**src/sv/assert_macros.svh**
```systemverilog
// Assertion macros shared by the tile palette classifier RTL.
// Self-contained; expects a clock named aclk and an active-low reset named aresetn.
`ifndef ASSERT_MACROS_SVH
`define ASSERT_MACROS_SVH

// Checked on every rising clock edge, ignored while reset is asserted.
`define ASSERT_CLK(label, prop, msg) \
    label: assert property (@(posedge aclk) disable iff (!aresetn) prop) else $error(msg);

// Checked on every rising clock edge, reset included.
`define ASSERT_ALWAYS(label, prop, msg) \
    label: assert property (@(posedge aclk) prop) else $error(msg);

`endif

```
**src/sv/tpc_pkg.sv**
```systemverilog
// Shared constants, palette tables and stage-to-stage types of the tile palette classifier.
// No dependencies.
package tpc_pkg;

    // Grid geometry.
    localparam int TILE_WIDTH   = 32;
    localparam int TILE_HEIGHT  = 28;
    localparam int GRID_COLUMNS = 6;
    localparam int GRID_ROWS    = 12;

    // Field widths.
    localparam int COL_W       = 10;
    localparam int ROW_W       = 9;
    localparam int COLOR_W     = 24;
    localparam int THRESH_W    = 10;
    localparam int OUT_COL_W   = 3;
    localparam int OUT_ROW_W   = 4;
    localparam int CLASS_W     = 3;
    localparam int S_TDATA_W   = 48;
    localparam int M_TDATA_W   = 16;
    localparam int CFG_ADDR_W  = 2;
    localparam int CFG_DATA_W  = 10;

    // Field offsets inside tdata.
    localparam int S_COL_LSB   = 0;
    localparam int S_ROW_LSB   = S_COL_LSB + COL_W;
    localparam int S_COLOR_LSB = S_ROW_LSB + ROW_W;
    localparam int M_COL_LSB   = 0;
    localparam int M_ROW_LSB   = M_COL_LSB + OUT_COL_W;
    localparam int M_CLASS_LSB = M_ROW_LSB + OUT_ROW_W;

    // Configuration register indexes and reset values.
    localparam logic [CFG_ADDR_W-1:0] REG_REGION_LEFT     = 2'd0;
    localparam logic [CFG_ADDR_W-1:0] REG_REGION_BOTTOM   = 2'd1;
    localparam logic [CFG_ADDR_W-1:0] REG_MATCH_THRESHOLD = 2'd2;
    localparam logic [COL_W-1:0]      RESET_REGION_LEFT   = 10'd52;
    localparam logic [ROW_W-1:0]      RESET_REGION_BOTTOM = 9'd41;
    localparam logic [THRESH_W-1:0]   RESET_THRESHOLD     = 10'd123;

    // Palettes and counters.
    localparam int PALETTES  = 5;
    localparam int ENTRIES   = 6;
    localparam int PAL_W     = $clog2(PALETTES + 1);
    localparam int COUNT_W   = 10;
    localparam logic [COUNT_W-1:0] COUNT_MAX = '1;
    localparam logic [CLASS_W-1:0] CLASS_EMPTY = '0;

    // The tile that is always reported empty.
    localparam int MARK_ROW = 11;
    localparam int MARK_COL = 2;

    // Tile index and in-tile offset widths.
    localparam int TX_W = (GRID_COLUMNS > 1) ? $clog2(GRID_COLUMNS) : 1;
    localparam int TY_W = (GRID_ROWS > 1) ? $clog2(GRID_ROWS) : 1;
    localparam int H_W  = $clog2(TILE_WIDTH + 1);
    localparam int V_W  = $clog2(TILE_HEIGHT + 1);

    // Division by the tile size through a rounded-up reciprocal. The shift is
    // large enough that the quotient is exact for every 10-bit offset.
    localparam int DIV_SH  = 20;
    localparam int RECIP_X = ((1 << DIV_SH) + TILE_WIDTH - 1) / TILE_WIDTH;
    localparam int RECIP_Y = ((1 << DIV_SH) + TILE_HEIGHT - 1) / TILE_HEIGHT;
    localparam int PX_W    = COL_W + DIV_SH + 1;
    localparam int PY_W    = ROW_W + DIV_SH + 1;

    localparam int PAL_N = PALETTES * ENTRIES;

    localparam logic [COLOR_W-1:0] PAL_COLOR [PAL_N] = '{
        24'h840000, 24'h940000, 24'hA50000, 24'hBD0000, 24'hCE0000, 24'hDE0000,
        24'h0028C6, 24'h0040D6, 24'h0049E7, 24'h0020C6, 24'h0018B5, 24'h000894,
        24'h00C700, 24'h00D700, 24'h00E700, 24'h008600, 24'h009E00, 24'h218E21,
        24'hDED700, 24'hE7E700, 24'hD6CF00, 24'hCEBE00, 24'hBDA608, 24'hAD9608,
        24'h392418, 24'h636963, 24'hB5B6B5, 24'hEFEFDE, 24'h7B7973, 24'hFFFFFF
    };

    // Two garbage entries are disabled and never match.
    localparam logic PAL_ENABLE [PAL_N] = '{
        1'b1, 1'b1, 1'b1, 1'b1, 1'b1, 1'b1,
        1'b1, 1'b1, 1'b1, 1'b1, 1'b1, 1'b1,
        1'b1, 1'b1, 1'b1, 1'b1, 1'b1, 1'b1,
        1'b1, 1'b1, 1'b1, 1'b1, 1'b1, 1'b1,
        1'b0, 1'b1, 1'b1, 1'b1, 1'b1, 1'b0
    };

    typedef logic [PALETTES-1:0][COUNT_W-1:0] counts_t;

    // Pixel located inside the grid, on its way to the counter memory.
    typedef struct packed {
        logic            valid;
        logic [TX_W-1:0] tx;
        logic [TY_W-1:0] ty;
        logic            first;
        logic            last;
        logic [PAL_W-1:0] pal;
    } tile_req_t;

    // Finished tile.
    typedef struct packed {
        logic                 valid;
        logic [OUT_COL_W-1:0] col;
        logic [OUT_ROW_W-1:0] row;
        logic [CLASS_W-1:0]   cls;
    } tile_res_t;

    // Palette number of a color, or PALETTES when no enabled entry matches.
    function automatic logic [PAL_W-1:0] match_palette(input logic [COLOR_W-1:0] color);
        logic [PAL_W-1:0] pal;
        pal = PAL_W'(PALETTES);
        for (int k = PAL_N - 1; k >= 0; k--) begin
            if (PAL_ENABLE[k] && (PAL_COLOR[k] == color)) begin
                pal = PAL_W'(k / ENTRIES);
            end
        end
        return pal;
    endfunction

endpackage

```
**src/sv/tile_palette_classifier_core.sv**
```systemverilog
// Top level of the tile palette classifier: configuration registers, result register
// and assertions. Depends on tpc_pkg, tpc_locate, tpc_count and assert_macros.svh.

// Pixels enter at up to one per clock and pass through a five-stage pipeline: three
// stages locate the pixel on the 6 by 12 grid of 32 by 28 tiles and match its color,
// one takes the per-column palette counters read from a small RAM, updates them,
// writes them back and, on a tile's last pixel, scores the tile, and the last is the
// result register. The counter RAM is read whenever the counter stage does not stall
// and written for every valid pixel there, with the previous write forwarded, so
// consecutive pixels of the same tile never wait. The input stalls only when a
// tile-ending pixel reaches the counter stage while the previous result is still
// unread. After reset the counters read as zero at once; no clearing pass is needed.
module tile_palette_classifier_core (
    input  logic                          aclk,
    input  logic                          aresetn,
    // Pixel requests.
    input  logic                          s_tvalid,
    output logic                          s_tready,
    // [9:0] pixel_col, [18:10] pixel_row, [42:19] pixel_color, [47:43] zero
    input  logic [tpc_pkg::S_TDATA_W-1:0]  s_tdata,
    // Finished tiles.
    output logic                          m_tvalid,
    input  logic                          m_tready,
    // [2:0] tile_col, [6:3] tile_row, [9:7] tile_class, [15:10] zero
    output logic [tpc_pkg::M_TDATA_W-1:0]  m_tdata,
    // Configuration writes.
    input  logic                          cfg_we,
    input  logic [tpc_pkg::CFG_ADDR_W-1:0] cfg_addr,
    input  logic [tpc_pkg::CFG_DATA_W-1:0] cfg_wdata
);
    import tpc_pkg::*;
    `include "assert_macros.svh"

    logic [COL_W-1:0]    region_left_reg;
    logic [ROW_W-1:0]    region_bottom_reg;
    logic [THRESH_W-1:0] threshold_reg;

    tile_req_t req;
    tile_res_t res;
    tile_res_t out_reg;
    logic      stall;
    logic      out_busy;

    logic [CLASS_W-1:0] out_class;
    logic               out_marked;

    always_ff @(posedge aclk) begin
        if (!aresetn) begin
            region_left_reg   <= RESET_REGION_LEFT;
            region_bottom_reg <= RESET_REGION_BOTTOM;
            threshold_reg     <= RESET_THRESHOLD;
        end else if (cfg_we) begin
            unique case (cfg_addr)
                REG_REGION_LEFT:     region_left_reg   <= COL_W'(cfg_wdata);
                REG_REGION_BOTTOM:   region_bottom_reg <= ROW_W'(cfg_wdata);
                REG_MATCH_THRESHOLD: threshold_reg     <= THRESH_W'(cfg_wdata);
                default: ;
            endcase
        end
    end

    assign s_tready = !stall;
    assign out_busy = out_reg.valid && !m_tready;

    tpc_locate u_locate (
        .aclk         (aclk),
        .aresetn      (aresetn),
        .adv          (!stall),
        .in_valid     (s_tvalid && s_tready),
        .pixel_col    (s_tdata[S_COL_LSB +: COL_W]),
        .pixel_row    (s_tdata[S_ROW_LSB +: ROW_W]),
        .pixel_color  (s_tdata[S_COLOR_LSB +: COLOR_W]),
        .region_left  (region_left_reg),
        .region_bottom(region_bottom_reg),
        .req          (req)
    );

    tpc_count u_count (
        .aclk     (aclk),
        .aresetn  (aresetn),
        .req      (req),
        .out_busy (out_busy),
        .threshold(threshold_reg),
        .stall    (stall),
        .res      (res)
    );

    always_ff @(posedge aclk) begin
        if (!aresetn) begin
            out_reg.valid <= 1'b0;
        end else if (res.valid) begin
            out_reg.valid <= 1'b1;
        end else if (m_tready) begin
            out_reg.valid <= 1'b0;
        end
    end

    always_ff @(posedge aclk) begin
        if (res.valid) begin
            out_reg.col <= res.col;
            out_reg.row <= res.row;
            out_reg.cls <= res.cls;
        end
    end

    assign m_tvalid = out_reg.valid;
    assign m_tdata  = {(M_TDATA_W - OUT_COL_W - OUT_ROW_W - CLASS_W)'(0),
                       out_reg.cls, out_reg.row, out_reg.col};

    assign out_class  = m_tdata[M_CLASS_LSB +: CLASS_W];
    assign out_marked = (m_tdata[M_COL_LSB +: OUT_COL_W] == OUT_COL_W'(MARK_COL))
                     && (m_tdata[M_ROW_LSB +: OUT_ROW_W] == OUT_ROW_W'(MARK_ROW));

    `ASSERT_ALWAYS(a_idle_after_reset, $past(!aresetn) |-> !m_tvalid, "result valid after reset")
    `ASSERT_CLK(a_stall_cause, !s_tready |-> (m_tvalid && !m_tready), "stall without cause")
    `ASSERT_CLK(a_class_range, m_tvalid |-> (out_class <= CLASS_W'(PALETTES)), "class out of range")
    `ASSERT_CLK(a_marked_empty, (m_tvalid && out_marked) |-> (out_class == CLASS_EMPTY), "marked tile")

endmodule

```
**src/sv/tpc_ram.sv**
```systemverilog
// Generic simple dual-port RAM: one write port, one read port with registered read data.
// No dependencies.
module tpc_ram #(
    parameter int  WIDTH = 8,
    parameter int  DEPTH = 16,
    localparam int AW    = (DEPTH > 1) ? $clog2(DEPTH) : 1
) (
    input  logic             aclk,
    input  logic             wr_en,
    input  logic [AW-1:0]    wr_addr,
    input  logic [WIDTH-1:0] wr_data,
    input  logic             rd_en,
    input  logic [AW-1:0]    rd_addr,
    output logic [WIDTH-1:0] rd_data
);

    logic [WIDTH-1:0] mem_reg [DEPTH];
    logic [WIDTH-1:0] rd_data_reg;

    always_ff @(posedge aclk) begin
        if (wr_en) begin
            mem_reg[wr_addr] <= wr_data;
        end
        if (rd_en) begin
            rd_data_reg <= mem_reg[rd_addr];
        end
    end

    assign rd_data = rd_data_reg;

endmodule

```
**src/sv/tpc_locate.sv**
```systemverilog
// Locates each pixel on the tile grid and matches its color against the palettes.
// Three pipeline stages; depends on tpc_pkg.
module tpc_locate (
    input  logic                       aclk,
    input  logic                       aresetn,
    input  logic                       adv,
    input  logic                       in_valid,
    input  logic [tpc_pkg::COL_W-1:0]   pixel_col,
    input  logic [tpc_pkg::ROW_W-1:0]   pixel_row,
    input  logic [tpc_pkg::COLOR_W-1:0] pixel_color,
    input  logic [tpc_pkg::COL_W-1:0]   region_left,
    input  logic [tpc_pkg::ROW_W-1:0]   region_bottom,
    output tpc_pkg::tile_req_t          req
);
    import tpc_pkg::*;

    // Stage 1: offsets from the grid origin and palette match.
    logic             v1_reg, inr1_reg;
    logic [COL_W-1:0] dx1_reg;
    logic [ROW_W-1:0] dy1_reg;
    logic [PAL_W-1:0] pal1_reg;

    // Stage 2: tile indexes.
    logic             v2_reg, inr2_reg;
    logic [COL_W-1:0] dx2_reg, qx2_reg;
    logic [ROW_W-1:0] dy2_reg, qy2_reg;
    logic [PAL_W-1:0] pal2_reg;

    // Stage 3: request to the counter stage.
    tile_req_t req_reg, req_next;

    logic [PX_W-1:0]  prod_x;
    logic [PY_W-1:0]  prod_y;
    logic [COL_W-1:0] h_full;
    logic [ROW_W-1:0] v_full;
    logic [H_W-1:0]   h;
    logic [V_W-1:0]   v;

    assign prod_x = PX_W'(dx1_reg) * PX_W'(RECIP_X);
    assign prod_y = PY_W'(dy1_reg) * PY_W'(RECIP_Y);

    always_comb begin
        h_full = dx2_reg - COL_W'(qx2_reg * COL_W'(TILE_WIDTH));
        v_full = dy2_reg - ROW_W'(qy2_reg * ROW_W'(TILE_HEIGHT));
        h      = h_full[H_W-1:0];
        v      = v_full[V_W-1:0];
        req_next.valid = v2_reg && inr2_reg
                      && (qx2_reg < COL_W'(GRID_COLUMNS))
                      && (qy2_reg < ROW_W'(GRID_ROWS));
        req_next.tx    = qx2_reg[TX_W-1:0];
        req_next.ty    = qy2_reg[TY_W-1:0];
        req_next.first = (h == '0) && (v == '0);
        req_next.last  = (h == H_W'(TILE_WIDTH - 1)) && (v == V_W'(TILE_HEIGHT - 1));
        req_next.pal   = pal2_reg;
    end

    always_ff @(posedge aclk) begin
        if (!aresetn) begin
            v1_reg        <= 1'b0;
            v2_reg        <= 1'b0;
            req_reg.valid <= 1'b0;
        end else if (adv) begin
            v1_reg        <= in_valid;
            v2_reg        <= v1_reg;
            req_reg.valid <= req_next.valid;
        end
    end

    always_ff @(posedge aclk) begin
        if (adv) begin
            inr1_reg <= (pixel_col >= region_left) && (pixel_row >= region_bottom);
            dx1_reg  <= pixel_col - region_left;
            dy1_reg  <= pixel_row - region_bottom;
            pal1_reg <= match_palette(pixel_color);

            inr2_reg <= inr1_reg;
            dx2_reg  <= dx1_reg;
            dy2_reg  <= dy1_reg;
            qx2_reg  <= prod_x[DIV_SH +: COL_W];
            qy2_reg  <= prod_y[DIV_SH +: ROW_W];
            pal2_reg <= pal1_reg;

            req_reg.tx    <= req_next.tx;
            req_reg.ty    <= req_next.ty;
            req_reg.first <= req_next.first;
            req_reg.last  <= req_next.last;
            req_reg.pal   <= req_next.pal;
        end
    end

    assign req = req_reg;

endmodule

```
**src/sv/tpc_count.sv**
```systemverilog
// Per-column palette counters kept in a RAM, updated by read-modify-write, and tile scoring.
// Depends on tpc_pkg and tpc_ram.
module tpc_count (
    input  logic                        aclk,
    input  logic                        aresetn,
    input  tpc_pkg::tile_req_t           req,
    input  logic                        out_busy,
    input  logic [tpc_pkg::THRESH_W-1:0] threshold,
    output logic                        stall,
    output tpc_pkg::tile_res_t           res
);
    import tpc_pkg::*;

    localparam int CW = PALETTES * COUNT_W;

    tile_req_t             req4_reg;
    logic                  fwd_hit_reg;
    counts_t               fwd_data_reg;
    logic [GRID_COLUMNS-1:0] vld_reg;

    logic                  wr_en;
    logic [CW-1:0]         rd_data;
    counts_t               counts_old;
    counts_t               counts_next;
    logic [CLASS_W-1:0]    cls;

    // A tile-ending pixel waits here while the previous result is still unread.
    assign stall = out_busy && req4_reg.valid && req4_reg.last;
    assign wr_en = req4_reg.valid && !stall;

    tpc_ram #(
        .WIDTH(CW),
        .DEPTH(GRID_COLUMNS)
    ) u_counts_ram (
        .aclk   (aclk),
        .wr_en  (wr_en),
        .wr_addr(req4_reg.tx),
        .wr_data(CW'(counts_next)),
        .rd_en  (!stall),
        .rd_addr(req.tx),
        .rd_data(rd_data)
    );

    // The write of the previous cycle is not yet in the read data; an entry
    // never written since reset reads as all zero.
    always_comb begin
        if (fwd_hit_reg) begin
            counts_old = fwd_data_reg;
        end else if (vld_reg[req4_reg.tx]) begin
            counts_old = counts_t'(rd_data);
        end else begin
            counts_old = '0;
        end
    end

    always_comb begin
        for (int i = 0; i < PALETTES; i++) begin
            counts_next[i] = req4_reg.first ? '0 : counts_old[i];
            if ((req4_reg.pal == PAL_W'(i)) && (counts_next[i] != COUNT_MAX)) begin
                counts_next[i] = counts_next[i] + COUNT_W'(1);
            end
        end
    end

    always_comb begin
        cls = CLASS_EMPTY;
        for (int i = PALETTES - 1; i >= 0; i--) begin
            if (counts_next[i] > COUNT_W'(threshold)) begin
                cls = CLASS_W'(i + 1);
            end
        end
        if ((ROW_W'(req4_reg.ty) == ROW_W'(MARK_ROW))
                && (COL_W'(req4_reg.tx) == COL_W'(MARK_COL))) begin
            cls = CLASS_EMPTY;
        end
    end

    always_ff @(posedge aclk) begin
        if (!aresetn) begin
            req4_reg.valid <= 1'b0;
            fwd_hit_reg    <= 1'b0;
            vld_reg        <= '0;
        end else if (!stall) begin
            req4_reg.valid <= req.valid;
            fwd_hit_reg    <= wr_en && (req4_reg.tx == req.tx);
            if (wr_en) begin
                vld_reg[req4_reg.tx] <= 1'b1;
            end
        end
    end

    always_ff @(posedge aclk) begin
        if (!stall) begin
            req4_reg.tx    <= req.tx;
            req4_reg.ty    <= req.ty;
            req4_reg.first <= req.first;
            req4_reg.last  <= req.last;
            req4_reg.pal   <= req.pal;
            fwd_data_reg   <= counts_next;
        end
    end

    assign res.valid = req4_reg.valid && req4_reg.last && !stall;
    assign res.col   = OUT_COL_W'(req4_reg.tx);
    assign res.row   = OUT_ROW_W'(req4_reg.ty);
    assign res.cls   = cls;

endmodule

```
**config.mk**
```make
export PLATFORM = sky130hd
export DESIGN_NAME = tile_palette_classifier_core
export DESIGN_NICKNAME = d
export VERILOG_FILES = /design/src/sv/tpc_pkg.sv /design/src/sv/tile_palette_classifier_core.sv /design/src/sv/tpc_ram.sv /design/src/sv/tpc_locate.sv /design/src/sv/tpc_count.sv
export VERILOG_INCLUDE_DIRS = /design/src /design/src/sv
export SDC_FILE = /design/constraint.sdc
export NUM_CORES = 1
export LEC_CHECK = 0
export ABC_AREA = 1
export BUFFER_PORTS_ARGS = -buffer_cell sky130_fd_sc_hd__buf_2
export CORE_UTILIZATION = 60
export CTS_CLUSTER_DIAMETER = 120
export DETAILED_ROUTE_END_ITERATION = 7
export PLACE_DENSITY_LB_ADDON = 0.3
export SLEW_MARGIN = 20
export SYNTH_ARGS = -nofsm -noshare
export SYNTH_HDL_FRONTEND = slang
export SYNTH_SLANG_ARGS = --single-unit
```
**constraint.sdc**
```tcl
create_clock -name aclk -period 13.4 [get_ports aclk]
set_input_delay 0.67 -clock aclk [delete_from_list [all_inputs] [get_ports aclk]]
set_output_delay 0.67 -clock aclk [all_outputs]
set_load 0.05 [all_outputs]
```
# == Yosys cells after proc, flatten, opt, wreduce, memory -nomap -nowiden ==
# Memory sizes are Yosys's and may differ from the RTL's. A register that Yosys moved wholly into a read port is not among the register bits.
# Cells that the tools add are included.
# classes
addsub,9
n_mul,2
order_cmp,11
eq_ne,44
mux,47
bitwise_logic,2
reduce_logical,38
# ops
cell,n
"== test 24 bit, first input constant",14
"== test 16 x 24 -> 1 bit, first input constant",5
two-way mux 10 bit,10
two-way mux 50 bit,2
"adder 10 x 1 -> 10 bit, second input constant",5
> comparator 10 bit,5
"inequality test 10 bit, second input constant",5
"== test 14 x 24 -> 1 bit, first input constant",2
"== test 15 x 24 -> 1 bit, first input constant",2
"== test 23 x 24 -> 1 bit, first input constant",2
two-way mux 2 bit,14
"== test 12 x 24 -> 1 bit, first input constant",1
"== test 13 x 24 -> 1 bit, first input constant",1
"== test 22 x 24 -> 1 bit, first input constant",1
"multiplier 9 x 15 -> 24 bit, second input constant",1
OR reduction 24 bit,1
logical AND 1 bit,21
two-way mux 3 bit,5
two-way mux 1 bit,14
OR reduction 12 bit,1
>= comparator 10 bit,1
subtractor 10 bit,1
"== test 3 x 2 -> 1 bit, second input constant",3
>= comparator 9 bit,1
30 further kinds,35
# word_totals
ff_bits,173
mem_bits_rw,300
input_bits,65
output_inout_bits,18
elab_cells,196
mem_count,1
# memory_table
memory,depth,width,read_ports,rd_ports_with_merged_regs,wr,line,source
u_count.u_counts_ram.mem_reg,6,50,1,1,1,tpc_ram.sv:17,logic [WIDTH-1:0] mem_reg [DEPTH];

# == Logic depth before layout (Yosys ltp) ==
# logic_depth
depth_word,23
ltp_mapped,32
depth_no_buf,29

# == Cells and area by module ==
# A second synthesis with hierarchy kept.
# hier_totals
hier_cells,2690
hier_area_um2,26402.8
# modules_own_cells
module,n_inst,cells_per_inst,area_each_um2,seq_area_each_um2
tpc_ram,1,971,13217.7,10510.1
tpc_count,1,876,6346.1,2021.9
tpc_locate,1,651,5242.5,1831.8
tile_palette_classifier_core,1,192,1596.5,900.9

# == Worst setup path after synthesis ==
# OpenSTA, ideal clock, no wires.
# synth_timing
path_type,input-to-reg
start,in m_tready
end,"mem u_count.u_counts_ram.mem_reg[4][0] (netlist name), enable pin"
setup_ps,522
arrival_time_ps,8778
required_ps,12878
path_slack_ps,4100
cell_stages,6
path_buffers,0
path_cell_list,nor2_1 > inv_1 > nor2_1 > inv_1 > nand2_1 > nor3_1
# synth_between
elab_chain_cells,8
# synth_rtl
element,line,source
from (decl),tile_palette_classifier_core.sv:23,"input logic m_tready,"
logical NOT 1 bit,tile_palette_classifier_core.sv:63,assign out_busy = out_reg.valid && !m_tready;
logical AND 1 bit,tile_palette_classifier_core.sv:63,
logical AND 1 bit (2 in a row),tpc_count.sv:28,assign stall = out_busy && req4_reg.valid && req4_reg.last;
logical NOT 1 bit,n/a,
net s_tready,tile_palette_classifier_core.sv:18,"output logic s_tready,"
logical AND 1 bit,tpc_count.sv:29,assign wr_en = req4_reg.valid && !stall;
two-way mux 1 bit,tpc_ram.sv:21,if (wr_en) begin
two-way mux 1 bit (not written as such),tpc_ram.sv:22,mem_reg[wr_addr] <= wr_data;
to (decl),tpc_ram.sv:17,
# The timed path passes the listed nets, and every way through them passes these cells.

==> qor.csv <==
metric,value,unit
gp_congestion,0.900,
ir_drop,0.253,mV
crit_arrival,6160,ps
synth-simple-area-share,15.9,%
tritoncts,built,
fin_nets,2654,
setup_viol,0,
synth_top_family_by_area,simple AND/OR/NAND/NOR gates,
port_buffers,71,
run_status,finished clean,
grt_pass1_vias,17600,
diodes,0,
place_area,0.0261,mm2
vias,17800,
instances_no_fill,3026,
critPathMaxStageDelay,670,ps
layout_common_cells,"nand2_1 (556), edfxtp_1 (481), inv_1 (237)",
required,13840,ps
wire_per_inst,18.5,um
yosysWarnings,0,
dr.first_iter.drc_count,1500,
dp.cells,2933,
hp-class,input pin to flop,
cts_num_sinks,522,
grt_overflow_total,0,
worst_slew_pin_slew,1070,ps
grt_setup_unrepaired,no,
postCtsHoldBufs,0,
design_area,0.0277,mm2
layout_commonest_cell,nand2_1,
rows,74,
cts.path.max_buffers,3,
cp-start-kind,flop,
die_h,208,um
routed_wirelength,55900,um
ys_ff_latch,522,
core-area,0.0413,mm2
finalHoldViolCount,0,
synth_compound_area_share,9.70,%
synth_mux_area_share,0,%
startpoint,u_count.res[7],
grt_pass1_wl,88900,um
leakagePower,11.4,nW
finClkSkew,22.0,ps
yosysSeqAreaShare,60.2,%
cp-end-kind,flop,
h-tree-depth,2,
pin_count,83,
maxCapViolCount,0,
post-route-period-util,42.7,%
post_cts_resized,0,
hpwl,34500,um
viasPerCell,5.90,
path_buf_inv,5,
relSlewSlack,28.9,%
synth_cell_types,57,
avgSynthCellArea,10.6,um2
layout-drive-gt1-share,9.14,%
clk_pin_slew,60,ps
antenna_found_initial,0,
hp-start,s_tvalid,
clockRootBuffer,clkbuf_16,
nFillCells,3015,
syn_to_final_growth,9.33,%
syn_area,0.0254,mm2
cts-buffers-inserted,50,
r2r_start,u_count.res[7],
grt_max_degree,106,
crit_family,simple AND/OR/NAND/NOR gates,
post-route-min-period,5720,ps
ant_nets,0,
cp_slowest_cell,o31ai_1,
crit_chain,inv_2 -> nand2_1 -> nand3_1 -> nand3_2 -> buf_4 -> nand3_1 -> nand2_1 -> nand2_1 -> inv_1 -> ha_1 -> nand3_1 -> nor2_2 -> nand3_2 -> nand2_4 -> inv_2 -> o21ai_1 -> ha_1 -> inv_1 -> nor2_1 -> o21a_1 -> o31ai_1 -> nand4_1 -> a21oi_1,
p_per_area,161,mW/mm2
start_util,61.4,%
clock_latency,600,ps
die_w,208,um
largest_reg_flops,300,
slew_viol_final,0,
worstPathMaxFanout,30,
synth_fa_ha_area_share,7.04,%
worstSetupPathType,flop to flop,
cts_setup_buffers,0,
grtUsageTotal,26.2,%
finalSetupTns,0,ps
firstDrtPassIters,5,
syn_inst,2400,
fmax,175,MHz
die_area,0.0431,mm2
synth_xor_area_share,1.72,%
route.detailed.drc,0,
## cells by family (layout without fill, tap and decap cells)
| kind of cell | after synthesis | in the layout |
|---|---|---|
| flops | 522 | 522 |
| xor+xnor | 48 | 48 |
| buf+inv | 342 | 431 |
| other cells | 1 | 6 |
| simple gates | 955 | 955 |
| fa+ha+maj | 136 | 136 |
| compound gates | 396 | 396 |
## worst paths after layout
path	to	slack [ps]	depth (start not counted)
min	u_locate.v1_reg	340	3
max	out_class[2]	7680	23
min reg2reg	u_locate.pal2_reg[0]	420	0
max reg2reg	out_class[2]	7680	23
## routing by layer
layer,wire length [um],global-route usage [%]
met5,0,0
met4,1750,10.3
met3,3590,3.78
met2,27400,45.6
met1,23100,33.0
## cell usage after synthesis (all sizes together)
cell	number	area, um2
nand2	567	2180
edfxtp	481	14400
inv	247	927
nor2	200	781
a21oi	137	701
ha	125	1560
o21ai	108	556
nand3	97	531
clkbuf	63	236
a32o	50	500
o22ai	50	313
dfxtp	41	821
nand4	35	225
buf	31	204
nor3	28	140
xor2	28	260
xnor2	20	175
nor4	14	87.6
o211ai	13	97.6
fa	11	220
o21a	8	60.1
nand3b	6	45.0
a31oi	5	31.3
o21bai	5	37.5
or2	5	31.3
o2111ai	4	35.0
a21boi	2	15.0
a21o	2	15.0
o221ai	2	17.5
o31ai	2	15.0
o41ai	2	17.5
a2111oi	1	8.76
a211oi	1	7.51
a22oi	1	7.51
a32oi	1	8.76
a41oi	1	8.76
and2	1	6.26
clkinv	1	3.75
conb	1	3.75
nor3b	1	7.51
nor4b	1	8.76
o311ai	1	8.76
## where the power goes
part | switching (mW) | internal [mW]
clock | 0.595 | 0.773
combinational | 0.664 | 0.384
sequential | 0.0639 | 1.98
total | 1.32 | 3.13
## through the flow
step | setup WS (ps) | power (mW) | utilization (%) | hold slack, ps
6_report | 7680 | 4.46 | 67.1 | 343
4_1_cts | 7730 | 4.48 | 67.1 | 321
2_1_floorplan | 4100 | 2.85 | - | 400
5_1_grt | 7130 | 4.71 | 67.1 | 351
3_5_place_dp | 7760 | 3.12 | 63.3 | 405
3_3_place_gp | 7970 | 3.05 | 63.3 | 401
## worst register-to-register path, cell delays in order (launching register included)
cell      delay (ps)
edfxtp_1         620
inv_2            120
nand2_1           90
nand3_1           90
nand3_2          480
buf_4            520
nand3_1          140
nand2_1           90
nand2_1          110
inv_1            200
ha_1             240
nand3_1          110
nor2_2           250
nand3_2          160
nand2_4          160
inv_2            100
o21ai_1          460
ha_1             350
inv_1             60
nor2_1            30
o21a_1           160
o31ai_1          670
nand4_1          180
a21oi_1          180
## final cells by class
type | instances | area [um2] | area share (%)
clock buffers | 63 | 1350 | 4.87
well taps | 532 | 666 | 2.40
flip-flops and latches | 522 | 15300 | 55.1
repair buffers | 90 | 498 | 1.80
inverters | 248 | 941 | 3.39
clock inverters | 30 | 240 | 0.866
multi-input cells | 1541 | 8760 | 31.6
Power figures use the tool's default switching activity.
